**config.mk**
```make
export PLATFORM = sky130hd
export DESIGN_NAME = trade_to_ohlcv_bar_aggregator_unit
export DESIGN_NICKNAME = d
export VERILOG_FILES = /design/src/rtl/core/ohlc_pkg.sv /design/src/rtl/core/ohlc_div.sv /design/src/rtl/core/ohlc_front.sv /design/src/rtl/core/ohlc_queue.sv /design/src/rtl/core/ohlc_back.sv /design/src/rtl/core/trade_to_ohlcv_bar_aggregator_unit.sv
export SDC_FILE = /design/constraint.sdc
export NUM_CORES = 2
export LEC_CHECK = 0
export ABC_AREA = 1
export BUFFER_PORTS_ARGS = -buffer_cell sky130_fd_sc_hd__buf_4
export CAP_MARGIN = 10
export CORE_ASPECT_RATIO = 1.25
export CORE_UTILIZATION = 30
export DETAILED_ROUTE_END_ITERATION = 7
export GPL_TIMING_DRIVEN = 0
export SYNTH_ARGS = -nofsm -noshare
export SYNTH_HDL_FRONTEND = slang
export SYNTH_SLANG_ARGS = --single-unit
export TNS_END_PERCENT = 10
```
**constraint.sdc**
```tcl
create_clock -name clock -period 28.5 [get_ports clock]
set_input_delay 1.425 -clock clock [delete_from_list [all_inputs] [get_ports clock]]
set_output_delay 1.425 -clock clock [all_outputs]
set_load 0.005 [all_outputs]
```
**src/rtl/core/ohlc_pkg.sv**
```systemverilog
// Package for the OHLCV bar aggregator: payload structs, command and state types,
// widths and constants. No dependencies.
package ohlc_pkg;

   localparam int TIME_W   = 48;
   localparam int PRICE_W  = 32;
   localparam int VOL_W    = 48;
   localparam int QUOTE_W  = 64;
   localparam int TF_W     = 17;
   localparam int PERIOD_W = 27;
   localparam int DIVD_W   = 64;
   localparam int DIVS_W   = 48;

   localparam int FILL_LIMIT = 62;
   localparam int FILL_CAP   = (FILL_LIMIT > 62) ? 62 : FILL_LIMIT;
   localparam int FILL_W     = 6;

   localparam int QUEUE_DEPTH = 2;
   localparam int QPTR_W      = (QUEUE_DEPTH > 1) ? $clog2(QUEUE_DEPTH) : 1;
   localparam int QCNT_W      = $clog2(QUEUE_DEPTH + 1);

   localparam logic [PERIOD_W-1:0] MS_PER_S = PERIOD_W'(1000);

   typedef struct packed {
      logic [47:0] trade_time;
      logic [31:0] price;
      logic [31:0] volume;
      logic [47:0] quote;
      logic        buyer_is_maker;
   } req_type;

   typedef struct packed {
      logic [47:0] bar_time;
      logic [31:0] open_price;
      logic [31:0] high_price;
      logic [31:0] low_price;
      logic [31:0] close_price;
      logic [31:0] vwap_price;
      logic [31:0] trade_count;
      logic [47:0] volume_total;
      logic [47:0] volume_buy;
      logic [63:0] quote_total;
      logic [63:0] quote_buy;
      logic        last_of_run;
   } rsp_type;

   typedef enum logic [1:0] {
      CMD_OPEN,
      CMD_INBAR,
      CMD_CLOSE
   } cmd_kind_type;

   typedef struct packed {
      cmd_kind_type        kind;
      req_type             trade;
      logic [FILL_W-1:0]   fill;
      logic [TIME_W-1:0]   bar_time;
      logic [PERIOD_W-1:0] period;
   } cmd_type;

   typedef enum logic [2:0] {
      FE_IDLE,
      FE_EVAL,
      FE_FILL_DIV,
      FE_ALIGN_DIV,
      FE_PUSH
   } fe_state_type;

   typedef enum logic [1:0] {
      BK_IDLE,
      BK_VWAP,
      BK_BAR,
      BK_FILL
   } bk_state_type;

endpackage

```
**src/rtl/core/ohlc_div.sv**
```systemverilog
// Restoring divider, one quotient bit per cycle, 64-bit dividend by 48-bit divisor.
// Depends on ohlc_pkg.
module ohlc_div
   import ohlc_pkg::*;
(
   input  logic              clock,
   input  logic              reset,
   input  logic              start,
   input  logic [DIVD_W-1:0] dividend,
   input  logic [DIVS_W-1:0] divisor,
   output logic              done,
   output logic [DIVD_W-1:0] quotient,
   output logic [DIVS_W-1:0] remainder
);

   logic                          busy_ff, busy_in;
   logic                          done_ff, done_in;
   logic [$clog2(DIVD_W)-1:0]     cnt_ff, cnt_in;
   logic [DIVD_W-1:0]             quo_ff, quo_in;
   logic [DIVS_W-1:0]             rem_ff, rem_in;
   logic [DIVS_W-1:0]             dsr_ff, dsr_in;
   logic [DIVS_W:0]               trial;
   logic [DIVS_W:0]               diff;

   always_comb begin
      trial   = {rem_ff, quo_ff[DIVD_W-1]};
      diff    = trial - {1'b0, dsr_ff};
      busy_in = busy_ff;
      done_in = 1'b0;
      cnt_in  = cnt_ff;
      quo_in  = quo_ff;
      rem_in  = rem_ff;
      dsr_in  = dsr_ff;
      if (busy_ff) begin
         // shift one dividend bit in, subtract when it fits
         quo_in = {quo_ff[DIVD_W-2:0], ~diff[DIVS_W]};
         rem_in = diff[DIVS_W] ? trial[DIVS_W-1:0] : diff[DIVS_W-1:0];
         cnt_in = cnt_ff + 1'b1;
         if (&cnt_ff) begin
            busy_in = 1'b0;
            done_in = 1'b1;
         end
      end else if (start) begin
         busy_in = 1'b1;
         cnt_in  = '0;
         quo_in  = dividend;
         rem_in  = '0;
         dsr_in  = divisor;
      end
   end

   always_ff @(posedge clock) begin
      if (reset) begin
         busy_ff <= 1'b0;
         done_ff <= 1'b0;
         cnt_ff  <= '0;
      end else begin
         busy_ff <= busy_in;
         done_ff <= done_in;
         cnt_ff  <= cnt_in;
      end
      quo_ff <= quo_in;
      rem_ff <= rem_in;
      dsr_ff <= dsr_in;
   end

   assign done      = done_ff;
   assign quotient  = quo_ff;
   assign remainder = rem_ff;

endmodule

```
**src/rtl/core/ohlc_front.sv**
```systemverilog
// Front end: accepts trades, drops stale ones, finds bar boundaries and fill
// counts, and pushes commands to the queue. Depends on ohlc_pkg and ohlc_div.
module ohlc_front
   import ohlc_pkg::*;
(
   input  logic            clock,
   input  logic            reset,
   input  logic            req_valid,
   output logic            req_ready,
   input  req_type         req_data,
   input  logic [TF_W-1:0] timeframe,
   output logic            push,
   output cmd_type         push_cmd,
   input  logic            queue_full
);

   fe_state_type        state_ff, state_in;
   req_type             trade_ff, trade_in;
   logic [TIME_W-1:0]   last_seen_ff, last_seen_in;
   logic [TIME_W-1:0]   cur_bar_ff, cur_bar_in;
   logic                bar_open_ff, bar_open_in;
   logic [PERIOD_W-1:0] period_ff, period_in;
   logic [FILL_W-1:0]   fill_ff, fill_in;
   cmd_kind_type        kind_ff, kind_in;

   logic                div_start;
   logic                div_done;
   logic [DIVD_W-1:0]   div_dividend;
   logic [DIVD_W-1:0]   div_quo;
   logic [DIVS_W-1:0]   div_rem;
   logic [TIME_W-1:0]   span;
   logic [DIVD_W-1:0]   quo_m1;
   logic [TF_W-1:0]     tf_eff;

   ohlc_div u_div (
      .clock     (clock),
      .reset     (reset),
      .start     (div_start),
      .dividend  (div_dividend),
      .divisor   (DIVS_W'(period_ff)),
      .done      (div_done),
      .quotient  (div_quo),
      .remainder (div_rem)
   );

   always_comb begin
      tf_eff        = (timeframe == '0) ? TF_W'(1) : timeframe;
      span          = trade_ff.trade_time - cur_bar_ff;
      quo_m1        = div_quo - DIVD_W'(1);
      state_in      = state_ff;
      trade_in      = trade_ff;
      last_seen_in  = last_seen_ff;
      cur_bar_in    = cur_bar_ff;
      bar_open_in   = bar_open_ff;
      period_in     = period_ff;
      fill_in       = fill_ff;
      kind_in       = kind_ff;
      div_start     = 1'b0;
      div_dividend  = DIVD_W'(trade_ff.trade_time);
      req_ready     = 1'b0;
      push          = 1'b0;
      case (state_ff)
         FE_IDLE: begin
            req_ready = 1'b1;
            if (req_valid) begin
               trade_in  = req_data;
               period_in = PERIOD_W'(tf_eff) * MS_PER_S;
               state_in  = FE_EVAL;
            end
         end
         FE_EVAL: begin
            if (trade_ff.trade_time < last_seen_ff) begin
               state_in = FE_IDLE;     // drop: older than last trade
            end else begin
               last_seen_in = trade_ff.trade_time;
               if (!bar_open_ff) begin
                  kind_in   = CMD_OPEN;
                  fill_in   = '0;
                  div_start = 1'b1;
                  state_in  = FE_ALIGN_DIV;
               end else if (trade_ff.trade_time < cur_bar_ff) begin
                  state_in = FE_IDLE;  // drop: before the open bar
               end else if (span < TIME_W'(period_ff)) begin
                  kind_in  = CMD_INBAR;
                  fill_in  = '0;
                  state_in = FE_PUSH;
               end else begin
                  kind_in      = CMD_CLOSE;
                  div_dividend = DIVD_W'(span);
                  div_start    = 1'b1;
                  state_in     = FE_FILL_DIV;
               end
            end
         end
         FE_FILL_DIV: begin
            if (div_done) begin
               fill_in   = (quo_m1 > DIVD_W'(FILL_CAP)) ? FILL_W'(FILL_CAP)
                                                        : quo_m1[FILL_W-1:0];
               div_start = 1'b1;
               state_in  = FE_ALIGN_DIV;
            end
         end
         FE_ALIGN_DIV: begin
            if (div_done) begin
               cur_bar_in  = trade_ff.trade_time - div_rem;
               bar_open_in = 1'b1;
               state_in    = FE_PUSH;
            end
         end
         FE_PUSH: begin
            if (!queue_full) begin
               push     = 1'b1;
               state_in = FE_IDLE;
            end
         end
         default: state_in = FE_IDLE;
      endcase
   end

   always_comb begin
      push_cmd.kind     = kind_ff;
      push_cmd.trade    = trade_ff;
      push_cmd.fill     = fill_ff;
      push_cmd.bar_time = cur_bar_ff;
      push_cmd.period   = period_ff;
   end

   always_ff @(posedge clock) begin
      if (reset) begin
         state_ff     <= FE_IDLE;
         last_seen_ff <= '0;
         cur_bar_ff   <= '0;
         bar_open_ff  <= 1'b0;
      end else begin
         state_ff     <= state_in;
         last_seen_ff <= last_seen_in;
         cur_bar_ff   <= cur_bar_in;
         bar_open_ff  <= bar_open_in;
      end
      trade_ff  <= trade_in;
      period_ff <= period_in;
      fill_ff   <= fill_in;
      kind_ff   <= kind_in;
   end

   a_push_has_bar: assert property (@(posedge clock) disable iff (reset)
      push |-> bar_open_ff)
      else $error("command pushed with no open bar");

endmodule

```
**src/rtl/core/ohlc_queue.sv**
```systemverilog
// Short command queue between front and back end, held in registers.
// Depends on ohlc_pkg.
module ohlc_queue
   import ohlc_pkg::*;
(
   input  logic    clock,
   input  logic    reset,
   input  logic    push,
   input  cmd_type push_cmd,
   output logic    full,
   input  logic    pop,
   output logic    empty,
   output cmd_type head
);

   cmd_type             slot_ff [QUEUE_DEPTH];
   logic [QPTR_W-1:0]   wr_ff, wr_in;
   logic [QPTR_W-1:0]   rd_ff, rd_in;
   logic [QCNT_W-1:0]   cnt_ff, cnt_in;

   function automatic logic [QPTR_W-1:0] next_ptr(input logic [QPTR_W-1:0] p);
      next_ptr = (p == QPTR_W'(QUEUE_DEPTH - 1)) ? '0 : p + 1'b1;
   endfunction

   always_comb begin
      full  = (cnt_ff == QCNT_W'(QUEUE_DEPTH));
      empty = (cnt_ff == '0);
      head  = slot_ff[rd_ff];
      wr_in = push ? next_ptr(wr_ff) : wr_ff;
      rd_in = pop ? next_ptr(rd_ff) : rd_ff;
      cnt_in = cnt_ff + QCNT_W'(push) - QCNT_W'(pop);
   end

   always_ff @(posedge clock) begin
      if (reset) begin
         wr_ff  <= '0;
         rd_ff  <= '0;
         cnt_ff <= '0;
      end else begin
         wr_ff  <= wr_in;
         rd_ff  <= rd_in;
         cnt_ff <= cnt_in;
      end
      if (push) begin
         slot_ff[wr_ff] <= push_cmd;
      end
   end

   a_no_overflow: assert property (@(posedge clock) disable iff (reset)
      push |-> !full)
      else $error("queue push while full");

   a_no_underflow: assert property (@(posedge clock) disable iff (reset)
      pop |-> !empty)
      else $error("queue pop while empty");

endmodule

```
**src/rtl/core/ohlc_back.sv**
```systemverilog
// Back end: keeps the open bar, computes VWAP on close, emits the bar and its
// fillers through the output register. Depends on ohlc_pkg and ohlc_div.
module ohlc_back
   import ohlc_pkg::*;
(
   input  logic    clock,
   input  logic    reset,
   input  logic    empty,
   input  cmd_type head,
   output logic    pop,
   output logic    rsp_valid,
   input  logic    rsp_ready,
   output rsp_type rsp_data
);

   bk_state_type       state_ff, state_in;
   cmd_type            cmd_ff, cmd_in;
   logic [TIME_W-1:0]  bar_time_ff, bar_time_in;
   logic [PRICE_W-1:0] open_ff, open_in, high_ff, high_in, low_ff, low_in;
   logic [PRICE_W-1:0] close_ff, close_in, vwap_ff, vwap_in;
   logic [31:0]        count_ff, count_in;
   logic [VOL_W-1:0]   vt_ff, vt_in, vb_ff, vb_in;
   logic [QUOTE_W-1:0] qt_ff, qt_in, qb_ff, qb_in;
   logic               avg_ff, avg_in;
   logic [FILL_W-1:0]  k_ff, k_in;
   logic [TIME_W-1:0]  ftime_ff, ftime_in;
   logic               out_valid_ff, out_valid_in;
   rsp_type            out_ff, out_in;

   logic               div_start;
   logic               div_done;
   logic [DIVD_W-1:0]  div_quo;
   logic [DIVS_W-1:0]  div_rem;
   logic               out_free;
   logic               do_open;
   cmd_type            open_src;
   logic [VOL_W:0]     vt_sum, vb_sum;
   logic [QUOTE_W:0]   qt_sum, qb_sum;
   logic               is_buy;

   ohlc_div u_div (
      .clock     (clock),
      .reset     (reset),
      .start     (div_start),
      .dividend  (qt_ff),
      .divisor   (vt_ff),
      .done      (div_done),
      .quotient  (div_quo),
      .remainder (div_rem)
   );

   always_comb begin
      out_free = !out_valid_ff || rsp_ready;
      is_buy   = !head.trade.buyer_is_maker;
      vt_sum   = {1'b0, vt_ff} + (VOL_W + 1)'(head.trade.volume);
      vb_sum   = {1'b0, vb_ff} + (VOL_W + 1)'(head.trade.volume);
      qt_sum   = {1'b0, qt_ff} + (QUOTE_W + 1)'(head.trade.quote);
      qb_sum   = {1'b0, qb_ff} + (QUOTE_W + 1)'(head.trade.quote);

      state_in     = state_ff;
      cmd_in       = cmd_ff;
      bar_time_in  = bar_time_ff;
      open_in      = open_ff;
      high_in      = high_ff;
      low_in       = low_ff;
      close_in     = close_ff;
      vwap_in      = vwap_ff;
      count_in     = count_ff;
      vt_in        = vt_ff;
      vb_in        = vb_ff;
      qt_in        = qt_ff;
      qb_in        = qb_ff;
      avg_in       = avg_ff;
      k_in         = k_ff;
      ftime_in     = ftime_ff;
      out_valid_in = out_valid_ff && !rsp_ready;
      out_in       = out_ff;
      pop          = 1'b0;
      div_start    = 1'b0;
      do_open      = 1'b0;
      open_src     = cmd_ff;

      case (state_ff)
         BK_IDLE: begin
            if (!empty) begin
               pop    = 1'b1;
               cmd_in = head;
               case (head.kind)
                  CMD_OPEN: begin
                     do_open  = 1'b1;
                     open_src = head;
                  end
                  CMD_INBAR: begin
                     if (head.trade.price > high_ff) high_in = head.trade.price;
                     if (head.trade.price < low_ff) low_in = head.trade.price;
                     close_in = head.trade.price;
                     count_in = (&count_ff) ? count_ff : count_ff + 1'b1;
                     vt_in    = vt_sum[VOL_W] ? '1 : vt_sum[VOL_W-1:0];
                     qt_in    = qt_sum[QUOTE_W] ? '1 : qt_sum[QUOTE_W-1:0];
                     if (is_buy) begin
                        vb_in = vb_sum[VOL_W] ? '1 : vb_sum[VOL_W-1:0];
                        qb_in = qb_sum[QUOTE_W] ? '1 : qb_sum[QUOTE_W-1:0];
                     end
                     avg_in = 1'b1;
                  end
                  CMD_CLOSE: begin
                     // settle VWAP before the bar goes out
                     if (avg_ff && vt_ff != '0) begin
                        div_start = 1'b1;
                        state_in  = BK_VWAP;
                     end else begin
                        if (avg_ff) vwap_in = '0;
                        state_in = BK_BAR;
                     end
                  end
                  default: ;
               endcase
            end
         end
         BK_VWAP: begin
            if (div_done) begin
               vwap_in  = (|div_quo[DIVD_W-1:PRICE_W]) ? '1 : div_quo[PRICE_W-1:0];
               state_in = BK_BAR;
            end
         end
         BK_BAR: begin
            if (out_free) begin
               out_valid_in       = 1'b1;
               out_in.bar_time    = bar_time_ff;
               out_in.open_price  = open_ff;
               out_in.high_price  = high_ff;
               out_in.low_price   = low_ff;
               out_in.close_price = close_ff;
               out_in.vwap_price  = vwap_ff;
               out_in.trade_count = count_ff;
               out_in.volume_total = vt_ff;
               out_in.volume_buy  = vb_ff;
               out_in.quote_total = qt_ff;
               out_in.quote_buy   = qb_ff;
               out_in.last_of_run = (cmd_ff.fill == '0);
               k_in     = FILL_W'(1);
               ftime_in = bar_time_ff + TIME_W'(cmd_ff.period);
               if (cmd_ff.fill == '0) begin
                  do_open  = 1'b1;
                  state_in = BK_IDLE;
               end else begin
                  state_in = BK_FILL;
               end
            end
         end
         BK_FILL: begin
            if (out_free) begin
               out_valid_in       = 1'b1;
               out_in.bar_time    = ftime_ff;
               out_in.open_price  = close_ff;
               out_in.high_price  = close_ff;
               out_in.low_price   = close_ff;
               out_in.close_price = close_ff;
               out_in.vwap_price  = vwap_ff;
               out_in.trade_count = '0;
               out_in.volume_total = '0;
               out_in.volume_buy  = '0;
               out_in.quote_total = '0;
               out_in.quote_buy   = '0;
               out_in.last_of_run = (k_ff == cmd_ff.fill);
               k_in     = k_ff + 1'b1;
               ftime_in = ftime_ff + TIME_W'(cmd_ff.period);
               if (k_ff == cmd_ff.fill) begin
                  do_open  = 1'b1;
                  state_in = BK_IDLE;
               end
            end
         end
         default: state_in = BK_IDLE;
      endcase

      if (do_open) begin
         bar_time_in = open_src.bar_time;
         open_in     = open_src.trade.price;
         high_in     = open_src.trade.price;
         low_in      = open_src.trade.price;
         close_in    = open_src.trade.price;
         vwap_in     = open_src.trade.price;
         count_in    = 32'd1;
         vt_in       = VOL_W'(open_src.trade.volume);
         vb_in       = open_src.trade.buyer_is_maker ? '0 : VOL_W'(open_src.trade.volume);
         qt_in       = QUOTE_W'(open_src.trade.quote);
         qb_in       = open_src.trade.buyer_is_maker ? '0 : QUOTE_W'(open_src.trade.quote);
         avg_in      = 1'b0;
      end
   end

   always_ff @(posedge clock) begin
      if (reset) begin
         state_ff     <= BK_IDLE;
         out_valid_ff <= 1'b0;
         bar_time_ff  <= '0;
         open_ff      <= '0;
         high_ff      <= '0;
         low_ff       <= '0;
         close_ff     <= '0;
         vwap_ff      <= '0;
         count_ff     <= '0;
         vt_ff        <= '0;
         vb_ff        <= '0;
         qt_ff        <= '0;
         qb_ff        <= '0;
         avg_ff       <= 1'b0;
      end else begin
         state_ff     <= state_in;
         out_valid_ff <= out_valid_in;
         bar_time_ff  <= bar_time_in;
         open_ff      <= open_in;
         high_ff      <= high_in;
         low_ff       <= low_in;
         close_ff     <= close_in;
         vwap_ff      <= vwap_in;
         count_ff     <= count_in;
         vt_ff        <= vt_in;
         vb_ff        <= vb_in;
         qt_ff        <= qt_in;
         qb_ff        <= qb_in;
         avg_ff       <= avg_in;
      end
      cmd_ff   <= cmd_in;
      k_ff     <= k_in;
      ftime_ff <= ftime_in;
      out_ff   <= out_in;
   end

   assign rsp_valid = out_valid_ff;
   assign rsp_data  = out_ff;

   a_fill_bound: assert property (@(posedge clock) disable iff (reset)
      (state_ff == BK_FILL) |-> (k_ff != '0 && k_ff <= cmd_ff.fill))
      else $error("filler index out of range");

   a_filler_empty: assert property (@(posedge clock) disable iff (reset)
      (state_ff == BK_FILL && out_free) |=> (rsp_data.trade_count == '0))
      else $error("filler bar carries trades");

endmodule

```
**src/rtl/core/trade_to_ohlcv_bar_aggregator_unit.sv**
```systemverilog
// Top level of the trade to OHLCV bar aggregator: config register, front end,
// command queue and back end. Depends on ohlc_pkg, ohlc_front, ohlc_queue, ohlc_back.
//
// Usage:
//  - req_*: one trade per transfer (valid/ready). rsp_*: one bar per transfer.
//  - csr_*: write channel for the bar length in seconds; always ready. Write it
//    only while idle; the new length applies from the next trade.
//  - A trade inside the open bar goes through accept, classify and push in the front
//    end and is then taken by the back end; the front takes no new trade until it has pushed.
//  - The first trade holds the front while the 64-step divider aligns its time.
//  - A closing trade holds the front for two 64-step divisions (fill count, then
//    alignment); the back end then runs the VWAP division when it needs one and
//    emits one bar per cycle while rsp_ready allows (the bar plus up to 62 fillers).
//  - A 2-entry command queue lets the front classify the next trade while the
//    back end is still emitting bars.
//  - Reset clears the open bar and sets the bar length to 1 s.
//  - When rsp_ready is low the output register holds the bar, the back end
//    stalls, the queue fills, and then req_ready drops.
module trade_to_ohlcv_bar_aggregator_unit
   import ohlc_pkg::*;
(
   input  logic            clock,
   input  logic            reset,
   input  logic            req_valid,
   output logic            req_ready,
   input  req_type         req_data,
   output logic            rsp_valid,
   input  logic            rsp_ready,
   output rsp_type         rsp_data,
   input  logic            csr_valid,
   output logic            csr_ready,
   input  logic [TF_W-1:0] csr_data
);

   logic [TF_W-1:0] timeframe_ff, timeframe_in;
   logic            push, pop, full, empty;
   cmd_type         push_cmd, head;

   // take every write; hold the bar length
   assign csr_ready    = 1'b1;
   assign timeframe_in = (csr_valid && csr_ready) ? csr_data : timeframe_ff;

   always_ff @(posedge clock) begin
      if (reset) begin
         timeframe_ff <= TF_W'(1);
      end else begin
         timeframe_ff <= timeframe_in;
      end
   end

   ohlc_front u_front (
      .clock      (clock),
      .reset      (reset),
      .req_valid  (req_valid),
      .req_ready  (req_ready),
      .req_data   (req_data),
      .timeframe  (timeframe_ff),
      .push       (push),
      .push_cmd   (push_cmd),
      .queue_full (full)
   );

   ohlc_queue u_queue (
      .clock    (clock),
      .reset    (reset),
      .push     (push),
      .push_cmd (push_cmd),
      .full     (full),
      .pop      (pop),
      .empty    (empty),
      .head     (head)
   );

   ohlc_back u_back (
      .clock     (clock),
      .reset     (reset),
      .empty     (empty),
      .head      (head),
      .pop       (pop),
      .rsp_valid (rsp_valid),
      .rsp_ready (rsp_ready),
      .rsp_data  (rsp_data)
   );

endmodule

```
==> key figures <==
STA
  – Slew at the pin with the worst max-slew slack: ~1.3 ns
  – Minimum clock period after layout: 6.71 ns
  – Portion of the clock cycle consumed by the worst path in the final layout: a little under a quarter
  – Setup repair after global routing missed its margin: false
  – TNS Setup: 0 ns
  – Worst slack on hold paths: around 0.40 ns
  – Total setup violations reported at the end of the flow: 0
  – Worst setup skew after layout: approximately 0.12 ns
  – Worst path setup slack after routing: between 20 and 25 ns
  – Final hold violations: 0
  – Final Max Tran Viols: 0
  – Highest attainable clock frequency: between 100 and 150 MHz
  – Max-Slew Margin vs Limit: between 10% and 20%

Critical path
  – Worst Reg2Reg Path Length in Cells: 24
  – Cell-by-cell listing of the critical path: nand2_4 > inv_2 > buf_4 > buf_2 > clkbuf_2 > buf_12 > clkbuf_2 > clkbuf_1 > nand2_1 > nand2_1 > ha_1 > inv_1 > fa_1 > o21ai_1 > a31oi_1 > o21ai_1 > nand2_1 > o211ai_1 > buf_4 > nand3_1 > nor2_1 > nand3_1 > nor3_1 > xor2_1
  – End of the worst register-to-register path: u_back.ftime_ff[47]
  – Critical Path Most Common Cell: sky130_fd_sc_hd__nand2_1
  – Critical path peak fanout: 10
  – Startpoint of the worst register-to-register path: u_back.state_ff[0]
  – Slowest cell on the critical path: sky130_fd_sc_hd__clkbuf_2
  – Endpoint kind of the worst setup timing path: register
  – Startpoint types: register
  – Capture point of the worst path: u_back.ftime_ff[47]
  – Start-to-end type of the worst setup path: register to register
  – Critical path data arrival time: ~7.3 ns
  – Path length in cells of the critical path: 24
  – Worst path buffer plus inverter count: 9
  – Critical Path Start: u_back.state_ff[0]
  – Required time reported for the critical path endpoint: roughly 29 ns
  – Slack of the worst reg-to-reg path: 21.79 ns
  – Slowest stage delay, CP: roughly 0.62 ns
  – Family with the most delay on the worst path: buffers and inverters

Yosys
  – Synthesized Nets: 14300
  – Largest area contributor in the synthesized netlist: sky130_fd_sc_hd__edfxtp_1
  – Proportion of synthesized flip-flops having asynchronous set or reset: 0%
  – Post-synth EDFFs: about 1600
  – Synthesis-stage register bit count: approximately 2200
  – Area fraction of the dominant cell type after synthesis: a little over 40%
  – Synth top cells by count: sky130_fd_sc_hd__nand2_1 (3084), sky130_fd_sc_hd__inv_1 (1902), sky130_fd_sc_hd__edfxtp_1 (1585)
  – Syn Std Cell Area: around 0.12 mm^2
  – Average footprint of a synthesized cell: between 8 and 9 um^2
  – Part of the Yosys area used for sequential elements: slightly above 50%
  – Most used flip-flop cell after synthesis: sky130_fd_sc_hd__edfxtp_1
  – Number of distinct library cell variants in the gate-level netlist after synthesis: 66
  – Cell types with the largest area share after synthesis: sky130_fd_sc_hd__edfxtp_1 (41%), sky130_fd_sc_hd__dfxtp_1 (10%), sky130_fd_sc_hd__nand2_1 (9.9%), sky130_fd_sc_hd__inv_1 (6.1%), sky130_fd_sc_hd__ha_1 (5.8%)
  – Gate Count Post-Synth: ~13000
  – Yosys warnings: 0
  – Dominant cell by count in the synthesized netlist: sky130_fd_sc_hd__nand2_1

Global route
  – Residual overflow from global routing: 0
  – Overall track demand over capacity in global routing: 24.0%
  – Initial antenna violation count: between 40 and 50
  – Via count of the first global-routing pass: between 90000 and 100k
  – Pin count of the biggest net entering global routing: 66
  – Wire length of the first global-routing pass: between 600000 and 700000 um

Routing
  – Total iterations of the first detailed-routing run: 8
  – Routed vias/inst: a little under 5
  – Total number of vias: a little under 100k
  – Detailed router's first-iteration violation count: 8906
  – Remaining antenna violation count after routing: 0
  – Routed length on met2: roughly 230000 um
  – Met1 Wirelength: 193000 um
  – Total Routed Length: approximately 480000 um
  – Number of design rule violations left after detail routing: a little over 400
  – Routed length on met3: between 20000 and 30000 um
  – Uppermost routed layer: met5
  – Wire length per cell after detailed routing: around 24 um

Placement
  – HPWL Detailed: around 400000 um
  – Routability-driven placement congestion ratio: 1.02
  – Count of buffers from port buffering: 648
  – Number of cells after detailed placement: 19400
  – Post-place setup slack: 21.82 ns

Finish
  – Footprint of the multi-input gates: 0.0477 mm^2
  – Fraction of the core area covered by cells at the end of the flow: a little over a third
  – Cell Count, Final, Fillers Out: a little under 20000
  – Filler cell count: between 40000 and 50000
  – Layout cell share with drive strength beyond 1: about 9%
  – FF/Latch Area: roughly 0.06 mm^2
  – Area grow syn2layout: 18.3%
  – Net count of the finished layout: 15200

Floorplanning
  – Top Ports: 651
  – Horizontal die dimension: around 560 um
  – Area of the core region: just under 0.4 mm^2
  – Die Ht: between 600 and 700 um
  – Full die area: 0.391 mm^2
  – Row count: between 200 and 300
  – Starting density of the core: 30.2%

Clocking
  – Total clock buffers created by CTS: approximately 230
  – Clock-pin slew reported for the worst setup and hold paths after clock tree synthesis: 0.06 ns
  – H-tree Lvls: 4
  – CTS hold repair buffers: 0
  – TritonCTS clock tree: yes
  – Maximum count of clock buffers along a single path: 4
  – Post-CTS setup buffer count: 0
  – Clock latency on the worst-skew pair: around 1 ns
  – CTS sink count: around 2200
  – Root Buffer Master: sky130_fd_sc_hd__clkbuf_16
  – Total of cells resized after clock tree synthesis: 0

Worst hold path
  – HP Class: register to register
  – Beginning of the worst hold path: u_front.push_cmd[104]

Power
  – Max rail drop VDD: between 0.00007 and 0.00008 V
  – Pwr/cell area: between 90 and 100 mW/mm^2
  – Leakage Power: roughly 0.057 uW

Status
  – Failing checks: design-rule violations
  – Run status: finished with violations

Flow run
  – Number of maximum-capacitance constraint violations: 0
[area by class of cell]
class                      instances  share of cell area, %
clock inverter                   140                   1.36
sequential                      2191                   43.4
tap                             5140                   4.67
buffer                           453                   1.38
multi-input combinational       8935                   34.7
antenna                           13                 0.0236
timing repair buffer             724                   4.64
inverter                        1916                   5.22
clock buffer                     302                   4.68
[metal layers]
layer | up-vias | GRT usage [%]
li1 | 47100 | -
met1 | 47000 | 28.9
met2 | 3420 | 41.0
met3 | 845 | 2.85
met4 | 4 | 14.4
met5 | - | 0
[power by group]
part           internal [uW]  switching, uW  total (uW)
combinational           1640           3660        5300
sequential              4380            495        4870
clock                   1920           1390        3310
total                   7940           5540       13500
[how the worst min path moves through the flow]
stage                         endpoint  slack (ns)  depth (start not counted)
2_1_floorplan     u_back.rsp_data[258]        0.40                          0
3_3_place_gp      u_back.rsp_data[271]        0.42                          0
3_5_place_dp      u_back.rsp_data[284]        0.41                          0
4_1_cts        u_queue.slot_ff[0][101]        0.41                          0
5_1_grt        u_queue.slot_ff[1][101]        0.42                          0
6_report       u_queue.slot_ff[0][101]        0.40                          0
[kinds of logic after synthesis]
| logic type | count (synthesis) | synth area share (%) |
|---|---|---|
| other | 1 | 0.00322 |
| buffers and inverters | 2369 | 7.79 |
| DFF | 2191 | 51.3 |
| and+or+nand+nor | 5294 | 18.6 |
| AOI/OAI and AO/OA | 2645 | 12.5 |
| xor gates and xnor gates | 383 | 2.88 |
| adders and majority gates | 611 | 7.00 |
| muxes | 1 | 0.00859 |
[through the flow]
step | total power, uW | area (um^2)
2_1_floorplan | 8170 | 116000
3_3_place_gp | 10500 | 128000
3_5_place_dp | 10200 | 129000
4_1_cts | 13500 | 138000
5_1_grt | 14200 | 138000
6_report | 13500 | 138000
[state kept, by name (all words and copies together) (netlist names), 64 cells and up, named ones only]
register / cells
u_queue.slot_ff: 386
u_back.qt_ff: 64
u_back.rsp_data: 465
u_back.cmd_ff: 191
u_back.qb_ff: 64
u_front.push_cmd: 161
u_front.u_div.quotient: 64
u_back.u_div.quotient: 64
[placed cells by master, fill, tap and decap left out, drive strengths merged, types with 69 or more instances in the layout]
cell,count
a21oi,903
a31oi,255
buf,861
clkbuf,618
dfxtp,606
edfxtp,1585
ha,544
inv,1942
nand2,3098
nand3,442
nand4,134
nor2,1244
nor3,193
o21a,69
o21ai,1114
o22ai,83
xnor2,110
xor2,273
Power figures use the tool's default switching activity.
